===== src/design/cjt_pkg.sv =====
// shared types and constants of the client join table
package cjt_pkg;

	// request modes
	localparam logic [1:0] MODE_JOIN     = 2'd0;
	localparam logic [1:0] MODE_READ     = 2'd1;
	localparam logic [1:0] MODE_FIND_ID  = 2'd2;
	localparam logic [1:0] MODE_FIND_MAC = 2'd3;

	// result status codes
	localparam logic [2:0] ST_OK        = 3'd0;
	localparam logic [2:0] ST_DUP       = 3'd1;
	localparam logic [2:0] ST_TOO_MANY  = 3'd2;
	localparam logic [2:0] ST_FULL      = 3'd3;
	localparam logic [2:0] ST_NOT_FOUND = 3'd4;
	localparam logic [2:0] ST_BAD_INDEX = 3'd5;

	localparam logic [7:0] MAX_SLOTS_RST = 8'd8;

	// one table entry as stored in memory
	typedef struct packed {
		logic [7:0]  id;
		logic [47:0] mac;
		logic [7:0]  slots;
	} entry_t;

	localparam int ENTRY_W = $bits(entry_t);

	// one result as handed from the engine to the output register
	typedef struct packed {
		logic [2:0] status;
		logic [3:0] entry_index;
		entry_t     entry;
		logic [7:0] slot_total;
		logic [4:0] client_count;
	} res_t;

endpackage


===== src/design/cjt_if.sv =====
// request and result channel interfaces

interface cjt_req_if;
	logic        valid;
	logic        ready;
	logic [1:0]  mode;
	logic [47:0] mac;
	logic [7:0]  slot_req;
	logic [7:0]  find_id;
	logic [7:0]  index;

	modport source (output valid, mode, mac, slot_req, find_id, index, input ready);
	modport sink (input valid, mode, mac, slot_req, find_id, index, output ready);
endinterface

interface cjt_res_if;
	logic        valid;
	logic        ready;
	logic [2:0]  status;
	logic [3:0]  entry_index;
	logic [7:0]  entry_id;
	logic [47:0] entry_mac;
	logic [7:0]  entry_slot_count;
	logic [7:0]  slot_total;
	logic [4:0]  client_count;

	modport source (output valid, status, entry_index, entry_id, entry_mac, entry_slot_count,
		slot_total, client_count, input ready);
	modport sink (input valid, status, entry_index, entry_id, entry_mac, entry_slot_count,
		slot_total, client_count, output ready);
endinterface


===== src/design/cjt_ram.sv =====
// generic simple dual port ram with registered read
module cjt_ram #(
	parameter int WIDTH = 64,
	parameter int DEPTH = 16
) (
	input  logic                                    clk,
	input  logic                                    we,
	input  logic [((DEPTH > 1) ? $clog2(DEPTH) : 1)-1:0] waddr,
	input  logic [WIDTH-1:0]                        wdata,
	input  logic [((DEPTH > 1) ? $clog2(DEPTH) : 1)-1:0] raddr,
	output logic [WIDTH-1:0]                        rdata
);

	logic [WIDTH-1:0] mem_q [DEPTH];

	always_ff @(posedge clk) begin
		if (we) begin
			mem_q[waddr] <= wdata;
		end
		rdata <= mem_q[raddr];
	end

endmodule


===== src/design/cjt_engine.sv =====
// sequencer: scans the entry memory, handles joins, reads and finds
module cjt_engine #(
	parameter int TABLE_DEPTH = 16
) (
	input  logic                     clk,
	input  logic                     arst_n,
	input  logic                     cfg_we,
	input  logic [7:0]               cfg_wdata,
	cjt_req_if.sink                  req,
	output logic                     res_valid,
	input  logic                     res_take,
	output cjt_pkg::res_t            res,
	output logic                     ram_we,
	output logic [((TABLE_DEPTH > 1) ? $clog2(TABLE_DEPTH) : 1)-1:0] ram_waddr,
	output logic [cjt_pkg::ENTRY_W-1:0] ram_wdata,
	output logic [((TABLE_DEPTH > 1) ? $clog2(TABLE_DEPTH) : 1)-1:0] ram_raddr,
	input  logic [cjt_pkg::ENTRY_W-1:0] ram_rdata
);

	localparam int IDX_W = (TABLE_DEPTH > 1) ? $clog2(TABLE_DEPTH) : 1;
	localparam int CNT_W = $clog2(TABLE_DEPTH + 1);
	localparam int CMP_W = (CNT_W > 8) ? CNT_W : 8;
	localparam logic [CNT_W-1:0] DEPTH_CNT = CNT_W'(TABLE_DEPTH);
	localparam logic [CMP_W-1:0] DEPTH_CMP = CMP_W'(TABLE_DEPTH);

	typedef enum logic [3:0] {
		S_IDLE = 4'b0001,
		S_READ = 4'b0010,
		S_SCAN = 4'b0100,
		S_DONE = 4'b1000
	} state_t;

	state_t           state_q, state_d;
	logic [CNT_W-1:0] count_q;
	logic [CNT_W-1:0] addr_q;
	logic [7:0]       total_q;
	logic [7:0]       max_slots_q;
	logic             valid_s1;
	logic [IDX_W-1:0] idx_s1;

	logic [1:0]       mode_q;
	logic [47:0]      mac_q;
	logic [7:0]       req_slots_q;
	logic [7:0]       cid_q;
	logic [7:0]       index_q;
	cjt_pkg::res_t    res_q, res_d;
	logic             res_load;

	cjt_pkg::entry_t  rd_entry;
	cjt_pkg::entry_t  new_entry;
	logic             accept;
	logic             too_many;
	logic             bad_index;
	logic             issue;
	logic             hit;
	logic             drained;
	logic             join_ok;
	logic [7:0]       slot_inc;

	assign rd_entry  = cjt_pkg::entry_t'(ram_rdata);
	assign accept    = (state_q == S_IDLE) && req.valid;
	assign too_many  = req.slot_req > max_slots_q;
	assign bad_index = CMP_W'(req.index) >= DEPTH_CMP;
	assign issue     = (state_q == S_SCAN) && (addr_q < count_q);
	assign hit       = (state_q == S_SCAN) && valid_s1 &&
		((mode_q == cjt_pkg::MODE_FIND_ID) ? (rd_entry.id == cid_q) : (rd_entry.mac == mac_q));
	assign drained   = (state_q == S_SCAN) && !valid_s1 && (addr_q == count_q);
	assign join_ok   = drained && (mode_q == cjt_pkg::MODE_JOIN) && (count_q != DEPTH_CNT);
	assign slot_inc  = (req_slots_q > 8'd1) ? req_slots_q : 8'd1;

	assign new_entry.id    = total_q + 8'd1;
	assign new_entry.mac   = mac_q;
	assign new_entry.slots = req_slots_q;

	// memory ports: only a successful join writes, at the first free entry
	assign ram_we    = join_ok;
	assign ram_waddr = count_q[IDX_W-1:0];
	assign ram_wdata = new_entry;
	assign ram_raddr = (state_q == S_IDLE) ? req.index[IDX_W-1:0] : addr_q[IDX_W-1:0];

	assign req.ready = (state_q == S_IDLE);
	assign res_valid = (state_q == S_DONE);
	assign res       = res_q;

	// result of the current cycle, if one is settled
	always_comb begin
		res_d              = '0;
		res_d.slot_total   = total_q;
		res_d.client_count = 5'(count_q);
		res_load           = 1'b0;
		priority if (accept && (req.mode == cjt_pkg::MODE_JOIN) && too_many) begin
			res_load     = 1'b1;
			res_d.status = cjt_pkg::ST_TOO_MANY;
		end else if (accept && (req.mode == cjt_pkg::MODE_READ) && bad_index) begin
			res_load     = 1'b1;
			res_d.status = cjt_pkg::ST_BAD_INDEX;
		end else if (state_q == S_READ) begin
			res_load          = 1'b1;
			res_d.status      = cjt_pkg::ST_OK;
			res_d.entry_index = index_q[3:0];
			// entries beyond the fill count are not occupied and read as zero
			res_d.entry       = (CMP_W'(index_q) < CMP_W'(count_q)) ? rd_entry : '0;
		end else if (hit) begin
			res_load          = 1'b1;
			res_d.status      = (mode_q == cjt_pkg::MODE_JOIN) ? cjt_pkg::ST_DUP : cjt_pkg::ST_OK;
			res_d.entry_index = 4'(idx_s1);
			res_d.entry       = rd_entry;
		end else if (join_ok) begin
			res_load           = 1'b1;
			res_d.status       = cjt_pkg::ST_OK;
			res_d.entry_index  = 4'(count_q);
			res_d.entry        = new_entry;
			res_d.slot_total   = total_q + slot_inc;
			res_d.client_count = 5'(count_q + CNT_W'(1));
		end else if (drained) begin
			res_load     = 1'b1;
			res_d.status = (mode_q == cjt_pkg::MODE_JOIN) ? cjt_pkg::ST_FULL
				: cjt_pkg::ST_NOT_FOUND;
		end
	end

	always_comb begin
		state_d = state_q;
		unique case (state_q)
			S_IDLE: begin
				if (accept) begin
					unique case (req.mode)
						cjt_pkg::MODE_JOIN: state_d = too_many ? S_DONE : S_SCAN;
						cjt_pkg::MODE_READ: state_d = bad_index ? S_DONE : S_READ;
						cjt_pkg::MODE_FIND_ID,
						cjt_pkg::MODE_FIND_MAC: state_d = S_SCAN;
					endcase
				end
			end
			S_READ: state_d = S_DONE;
			S_SCAN: begin
				if (hit || drained) begin
					state_d = S_DONE;
				end
			end
			S_DONE: begin
				if (res_take) begin
					state_d = S_IDLE;
				end
			end
			default: state_d = S_IDLE;
		endcase
	end

	always_ff @(posedge clk or negedge arst_n) begin
		if (!arst_n) begin
			state_q     <= S_IDLE;
			count_q     <= '0;
			total_q     <= '0;
			max_slots_q <= cjt_pkg::MAX_SLOTS_RST;
			addr_q      <= '0;
			valid_s1    <= 1'b0;
		end else begin
			state_q <= state_d;
			if (cfg_we) begin
				max_slots_q <= cfg_wdata;
			end
			if (accept) begin
				addr_q <= '0;
			end else if (issue) begin
				addr_q <= addr_q + CNT_W'(1);
			end
			valid_s1 <= issue;
			if (join_ok) begin
				count_q <= count_q + CNT_W'(1);
				total_q <= total_q + slot_inc;
			end
		end
	end

	always_ff @(posedge clk) begin
		if (accept) begin
			mode_q      <= req.mode;
			mac_q       <= req.mac;
			req_slots_q <= req.slot_req;
			cid_q       <= req.find_id;
			index_q     <= req.index;
		end
		if (issue) begin
			idx_s1 <= addr_q[IDX_W-1:0];
		end
		if (res_load) begin
			res_q <= res_d;
		end
	end

endmodule


===== src/design/client_join_table_top.sv =====
// top level of the client join table
//
//  channel  role    handshake        payload
//  req      sink    valid / ready    mode, mac, slot_req, find_id, index
//  res      source  valid / ready    status, entry_index, entry_id, entry_mac,
//                                    entry_slot_count, slot_total, client_count
//  cfg      write   cfg_we           cfg_wdata -> max_slots
//
// one request at a time; entries sit in one ram, one read per cycle
// join and find walk the occupied entries, up to TABLE_DEPTH of them, and stop at a hit
// read by index passes through S_READ to S_DONE; refused joins and bad indexes go straight to S_DONE
// entries fill from index 0 and are never freed, so the fill count marks the
//   occupied ones; reset clears count and total at once, no clearing pass
// a finished result waits in the output register while the next request is taken
module client_join_table_top #(
	parameter int TABLE_DEPTH = 16
) (
	input  logic       clk,
	input  logic       arst_n,
	input  logic       cfg_we,
	input  logic [7:0] cfg_wdata,
	cjt_req_if.sink    req,
	cjt_res_if.source  res
);

	localparam int IDX_W = (TABLE_DEPTH > 1) ? $clog2(TABLE_DEPTH) : 1;

	// engine to memory
	logic                        ram_we;
	logic [IDX_W-1:0]            ram_waddr;
	logic [cjt_pkg::ENTRY_W-1:0] ram_wdata;
	logic [IDX_W-1:0]            ram_raddr;
	logic [cjt_pkg::ENTRY_W-1:0] ram_rdata;

	// engine to output register
	logic          eng_valid;
	logic          eng_take;
	cjt_pkg::res_t eng_res;

	// output register
	logic          out_valid_q;
	cjt_pkg::res_t out_q;

	cjt_ram #(
		.WIDTH (cjt_pkg::ENTRY_W),
		.DEPTH (TABLE_DEPTH)
	) u_ram (
		.clk   (clk),
		.we    (ram_we),
		.waddr (ram_waddr),
		.wdata (ram_wdata),
		.raddr (ram_raddr),
		.rdata (ram_rdata)
	);

	cjt_engine #(
		.TABLE_DEPTH (TABLE_DEPTH)
	) u_engine (
		.clk       (clk),
		.arst_n    (arst_n),
		.cfg_we    (cfg_we),
		.cfg_wdata (cfg_wdata),
		.req       (req),
		.res_valid (eng_valid),
		.res_take  (eng_take),
		.res       (eng_res),
		.ram_we    (ram_we),
		.ram_waddr (ram_waddr),
		.ram_wdata (ram_wdata),
		.ram_raddr (ram_raddr),
		.ram_rdata (ram_rdata)
	);

	// the register takes a new result when empty or emptying this cycle
	assign eng_take = !out_valid_q || res.ready;

	always_ff @(posedge clk or negedge arst_n) begin
		if (!arst_n) begin
			out_valid_q <= 1'b0;
		end else if (eng_valid && eng_take) begin
			out_valid_q <= 1'b1;
		end else if (res.ready) begin
			out_valid_q <= 1'b0;
		end
	end

	always_ff @(posedge clk) begin
		if (eng_valid && eng_take) begin
			out_q <= eng_res;
		end
	end

	assign res.valid            = out_valid_q;
	assign res.status           = out_q.status;
	assign res.entry_index      = out_q.entry_index;
	assign res.entry_id         = out_q.entry.id;
	assign res.entry_mac        = out_q.entry.mac;
	assign res.entry_slot_count = out_q.entry.slots;
	assign res.slot_total       = out_q.slot_total;
	assign res.client_count     = out_q.client_count;

endmodule


===== src/flat_wrapper.sv =====
// flat-port wrapper written by rule: the top's interface ports become plain ports
module client_join_table_top_flat 
#(
	parameter int TABLE_DEPTH = 16
)
  (clk, arst_n, cfg_we, cfg_wdata, req_valid, req_mode, req_mac, req_slot_req, req_find_id, req_index, req_ready, res_valid, res_status, res_entry_index, res_entry_id, res_entry_mac, res_entry_slot_count, res_slot_total, res_client_count, res_ready);
  cjt_req_if req_i ();
  cjt_res_if res_i ();
  input  logic clk;
  input  logic arst_n;
  input  logic cfg_we;
  input  logic [7:0] cfg_wdata;
  input wire logic [$bits(req_i.valid)-1:0] req_valid;
  input wire logic [$bits(req_i.mode)-1:0] req_mode;
  input wire logic [$bits(req_i.mac)-1:0] req_mac;
  input wire logic [$bits(req_i.slot_req)-1:0] req_slot_req;
  input wire logic [$bits(req_i.find_id)-1:0] req_find_id;
  input wire logic [$bits(req_i.index)-1:0] req_index;
  output wire logic [$bits(req_i.ready)-1:0] req_ready;
  output wire logic [$bits(res_i.valid)-1:0] res_valid;
  output wire logic [$bits(res_i.status)-1:0] res_status;
  output wire logic [$bits(res_i.entry_index)-1:0] res_entry_index;
  output wire logic [$bits(res_i.entry_id)-1:0] res_entry_id;
  output wire logic [$bits(res_i.entry_mac)-1:0] res_entry_mac;
  output wire logic [$bits(res_i.entry_slot_count)-1:0] res_entry_slot_count;
  output wire logic [$bits(res_i.slot_total)-1:0] res_slot_total;
  output wire logic [$bits(res_i.client_count)-1:0] res_client_count;
  input wire logic [$bits(res_i.ready)-1:0] res_ready;
  assign req_i.valid = req_valid;
  assign req_i.mode = req_mode;
  assign req_i.mac = req_mac;
  assign req_i.slot_req = req_slot_req;
  assign req_i.find_id = req_find_id;
  assign req_i.index = req_index;
  assign req_ready = req_i.ready;
  assign res_valid = res_i.valid;
  assign res_status = res_i.status;
  assign res_entry_index = res_i.entry_index;
  assign res_entry_id = res_i.entry_id;
  assign res_entry_mac = res_i.entry_mac;
  assign res_entry_slot_count = res_i.entry_slot_count;
  assign res_slot_total = res_i.slot_total;
  assign res_client_count = res_i.client_count;
  assign res_i.ready = res_ready;
  client_join_table_top #(.TABLE_DEPTH(TABLE_DEPTH)) u_core (.clk(clk), .arst_n(arst_n), .cfg_we(cfg_we), .cfg_wdata(cfg_wdata), .req(req_i), .res(res_i));
endmodule

===== config.mk =====
export PLATFORM = sky130hd
export DESIGN_NAME = client_join_table_top_flat
export DESIGN_NICKNAME = d
export VERILOG_FILES = /design/src/design/cjt_pkg.sv /design/src/design/cjt_if.sv /design/src/design/cjt_ram.sv /design/src/design/cjt_engine.sv /design/src/design/client_join_table_top.sv /design/src/flat_wrapper.sv
export SDC_FILE = /design/constraint.sdc
export NUM_CORES = 2
export LEC_CHECK = 0
export ABC_AREA = 1
export BUFFER_PORTS_ARGS = -buffer_cell sky130_fd_sc_hd__buf_2
export CORE_ASPECT_RATIO = 0.75
export CORE_MARGIN = 2
export CORE_UTILIZATION = 40
export CTS_BUF_LIST = sky130_fd_sc_hd__clkbuf_8
export DETAILED_ROUTE_END_ITERATION = 7
export PLACE_DENSITY = 0.54
export SYNTH_ARGS = -nofsm -noshare
export SYNTH_HDL_FRONTEND = slang
export SYNTH_SLANG_ARGS = --single-unit
export TNS_END_PERCENT = 50

===== constraint.sdc =====
create_clock -name clk -period 9.3 [get_ports clk]
set_input_delay 0.93 -clock clk [delete_from_list [all_inputs] [get_ports clk]]
set_output_delay 0.93 -clock clk [all_outputs]
set_load 0.01 [all_outputs]

==> impl_metrics.py <==
metrics = {
    "status": {
        "status": "complete, no violations",
    },
    "synthesis": {
        "syn_inst": 3771,
        "syn_area_per_cell_sq_um": 13.95,
        "syn_nets": 3890,
        "yosys_warnings": 0,
        "async_flop_share": 0.02343,
        "yosysMostFrequentCell": "edfxtp_1",
        "yosys.area.top_type_share": 0.7251,
        "synth_area_leaders": "edfxtp_1, o21ai_0, nor2_1",
        "yosys-top-cells-count": "edfxtp_1, nor2_1, o21ai_0, nand2_1, nand3_1",
        "ys_types": 43,
        "syn_area_sq_um": 52590,
        "yosysSeqAreaShare": 0.7648,
        "synth-edff-count": 1270,
        "ys.flop_type": "edfxtp_1",
        "yosysTopAreaCell": "edfxtp_1",
        "ys_ff_latch": 1366,
    },
    "floorplan": {
        "die-area_sq_um": 134400,
        "die_w_um": 422.7,
        "coreArea_sq_um": 130800,
        "pin_count": 173,
        "die-height_um": 318.0,
        "fp-row-count": 115,
        "initial_core_util": 0.4021,
    },
    "setup_path": {
        "max_stage_delay_ns": 0.73,
        "cp_data_required_time_ns": 9.82,
        "slowest_stage": "buf_4",
        "worst_path_most_repeated_cell": "buf_4",
        "crit_buf_inv": 5,
        "crit_path_start_kind": "register",
        "critPathKind": "reg2reg",
        "crit_start": "u_core.u_engine.count_q[3]",
        "rr_startpoint": "u_core.u_engine.count_q[3]",
        "setup.worst_path.end_class": "register",
        "worstPathArrival_ns": 6.16,
        "crit_chain": "clkinv_1 -> ha_1 -> nand2_1 -> nor3_1 -> nand3_1 -> nor2_2 -> nand3_2 -> buf_4 -> inv_2 -> buf_4 -> nand2_1 -> nor2_4 -> buf_4",
        "crit_family": "buffers and inverters",
        "worstPathMaxFanout": 50,
    },
    "global_routing": {
        "grt_pass1_vias": 31350,
        "grt_start_max_net_pins": 186,
        "grt-ovfl-total": 0,
        "gr-usage-all-layers": 0.1993,
        "antenna_found_initial": 4,
        "grt_pass1_wl_um": 202000,
    },
    "timing": {
        "max_freq_mhz": 177.2,
        "slew_violations": 0,
        "layout_setup_ws_ns": 3.656,
        "hold_violations": 0,
        "min_period_over_period": 0.6069,
        "min_period_ns": 5.644,
        "slew_headroom": 0.1680,
        "skew_ns": 0.03995,
        "rsz0062_at_grt": "false",
        "hold_slack_ns": 0.1519,
        "finalSetupViolCount": 0,
        "setup_tns_ns": 0,
        "worst_pin_slew_ns": 1.244,
    },
    "flow_run": {
        "drv_cap": 0,
    },
    "clock_tree": {
        "postCtsSetupBuffers": 0,
        "clock_sinks": 1366,
        "numCtsBuffers": 205,
        "cts_tree": "built",
        "cts-root-buf": "clkbuf_8",
        "clkLatencyLatePin_ns": 0.92,
        "clock_path_buffers": 3,
        "cts.htree.levels": 4,
        "cts.reportedPaths.clkPinSlew_ns": 0.07,
        "cts-resized-gates": 0,
        "postCtsHoldBufs": 0,
    },
    "final_layout": {
        "utilization": 0.4510,
        "fill_cells": 11760,
        "nNetsFinal": 4086,
        "syn2layout_area_growth_pct": 12.17,
        "seq_area_sq_um": 40220,
        "drive_above_1_share": 0.1256,
        "finish.instance_area_sq_um": 58990,
        "multi_input_area_sq_um": 11070,
    },
    "placed_design": {
        "port_buffers": 172,
        "dpl-instance-area_sq_um": 55230,
        "pre_cts_slack_ns": 3.747,
        "gp_congestion": 0.7705,
        "dp_hpwl_um": 69390,
    },
    "pwr": {
        "ir_drop_mv": 0.2602,
        "power.density_nw_per_um2": 297.1,
        "power_leakage_nw": 20.00,
    },
    "routing": {
        "postRouteAntennaNets": 0,
        "drtPass1Iterations": 5,
        "routed_wl_um": 135300,
        "drc": 0,
        "vias": 31580,
        "routedWlPerCell_um": 22.95,
        "drt_iter0_drc": 3219,
        "avgViaCountPerCell": 5.355,
    },
    "hold_path": {
        "worstHoldPathType": "in2async",
    },
}
## logic make-up (layout without fill, tap and decap cells)
kind of cell / count (synthesis) / after routing / synth area share
AND/OR/NAND/NOR: 1049 / 1049 / 0.08162
flip-flops: 1366 / 1366 / 0.7648
AO/OA/AOI/OAI: 922 / 922 / 0.1082
multiplexers: 1 / 1 / 0.0002141
XOR/XNOR: 55 / 55 / 0.009159
adder cells (fa/ha/maj): 32 / 32 / 0.007756
buffers and inverters: 346 / 714 / 0.02831
other: 0 / 4 / 0
## per-layer routing
| layer | routed length [um] | part of all wire | track usage | vias to the layer above |
|---|---|---|---|---|
| met5 | 0 | 0 | 0 | - |
| met3 | 7302 | 0.054 | 0.03367 | 226 |
| met4 | 3117 | 0.023 | 0.06302 | 0 |
| met2 | 61990 | 0.46 | 0.3070 | 946 |
| li1 | - | - | - | 14520 |
| met1 | 62940 | 0.46 | 0.2886 | 15900 |
## metrics by stage
| step | power, W | instances |
|---|---|---|
| floorplan | 0.01145 | 3771 |
| global placement | 0.01309 | 5515 |
| detailed placement | 0.01312 | 5515 |
| CTS | 0.01769 | 5894 |
| global route | 0.01856 | 5897 |
| finish | 0.01753 | 5898 |
## path summary, 6_finish.rpt
path,depth (start not counted),to,slack (ns)
min in group clk,1,u_core.u_engine.cid_q[7],0.19
max,13,u_core.u_ram.mem_q[3][50],3.66
max reg2reg,13,u_core.u_ram.mem_q[3][50],3.66
min,1,u_core.u_engine.max_slots_q[7],0.15
max in group asynchronous,1,u_core.u_engine.count_q[3],8.57
min reg2reg,0,u_core.res.entry_mac[35],0.40
## sequential cells by signal (all words and copies together) (netlist names)
name	count
u_core.res.entry_mac	48
u_core.u_engine.addr_q	5
u_core.u_engine.state_q	4
u_core.u_engine.req_slots_q	8
u_core.res.entry_slot_count	8
u_core.res.valid	1
u_core.u_engine.mode_q	2
u_core.u_engine.cid_q	8
u_core.res.entry_index	4
u_core.u_ram.mem_q	1024
u_core.res.entry_id	8
u_core.u_engine.valid_s1	1
u_core.res.status	3
u_core.res.client_count	5
u_core.u_engine.res	84
u_core.u_engine.mac_q	48
u_core.u_engine.idx_s1	4
u_core.res.slot_total	8
u_core.u_engine.total_q	8
u_core.u_engine.index_q	8
u_core.u_engine.count_q	5
u_core.u_engine.max_slots_q	8
u_core.u_ram.rdata	64
## area by class of cell
type                            count  share of cell area
Sequential cell                  1366              0.6818
Multi-Input combinational cell   2059              0.1877
Clock buffer                      219             0.05109
Tap cell                         1755             0.03722
Timing Repair Buffer              227             0.02244
Clock inverter                    160             0.01245
Inverter                          108            0.007105
Antenna cell                        4           0.0001697
## cells in the final DEF, fill, tap and decap left out, types with 15 or more instances in the layout
master	netlist	layout
o21ai_1	81	80
dfxtp_1	64	64
edfxtp_1	1270	1270
dfrtp_1	30	30
xor2_1	16	16
inv_1	103	202
nor2_1	500	483
o221ai_1	192	192
ha_1	31	31
nor2_4	0	18
o21bai_1	64	64
clkinv_1	2	30
nand2_1	306	304
buf_2	85	172
a21oi_1	19	19
nand3_1	214	214
o211ai_1	66	66
clkinv_2	1	15
o21ai_0	493	492
clkbuf_8	0	219
buf_4	14	51
xnor2_1	39	39
## power breakdown
group	switching [W]	internal [W]	total [W]
Sequential	0.000455	0.00753	0.00799
Combinational	0.00360	0.00137	0.00497
Clock	0.00234	0.00222	0.00457
Power figures use the tool's default switching activity.
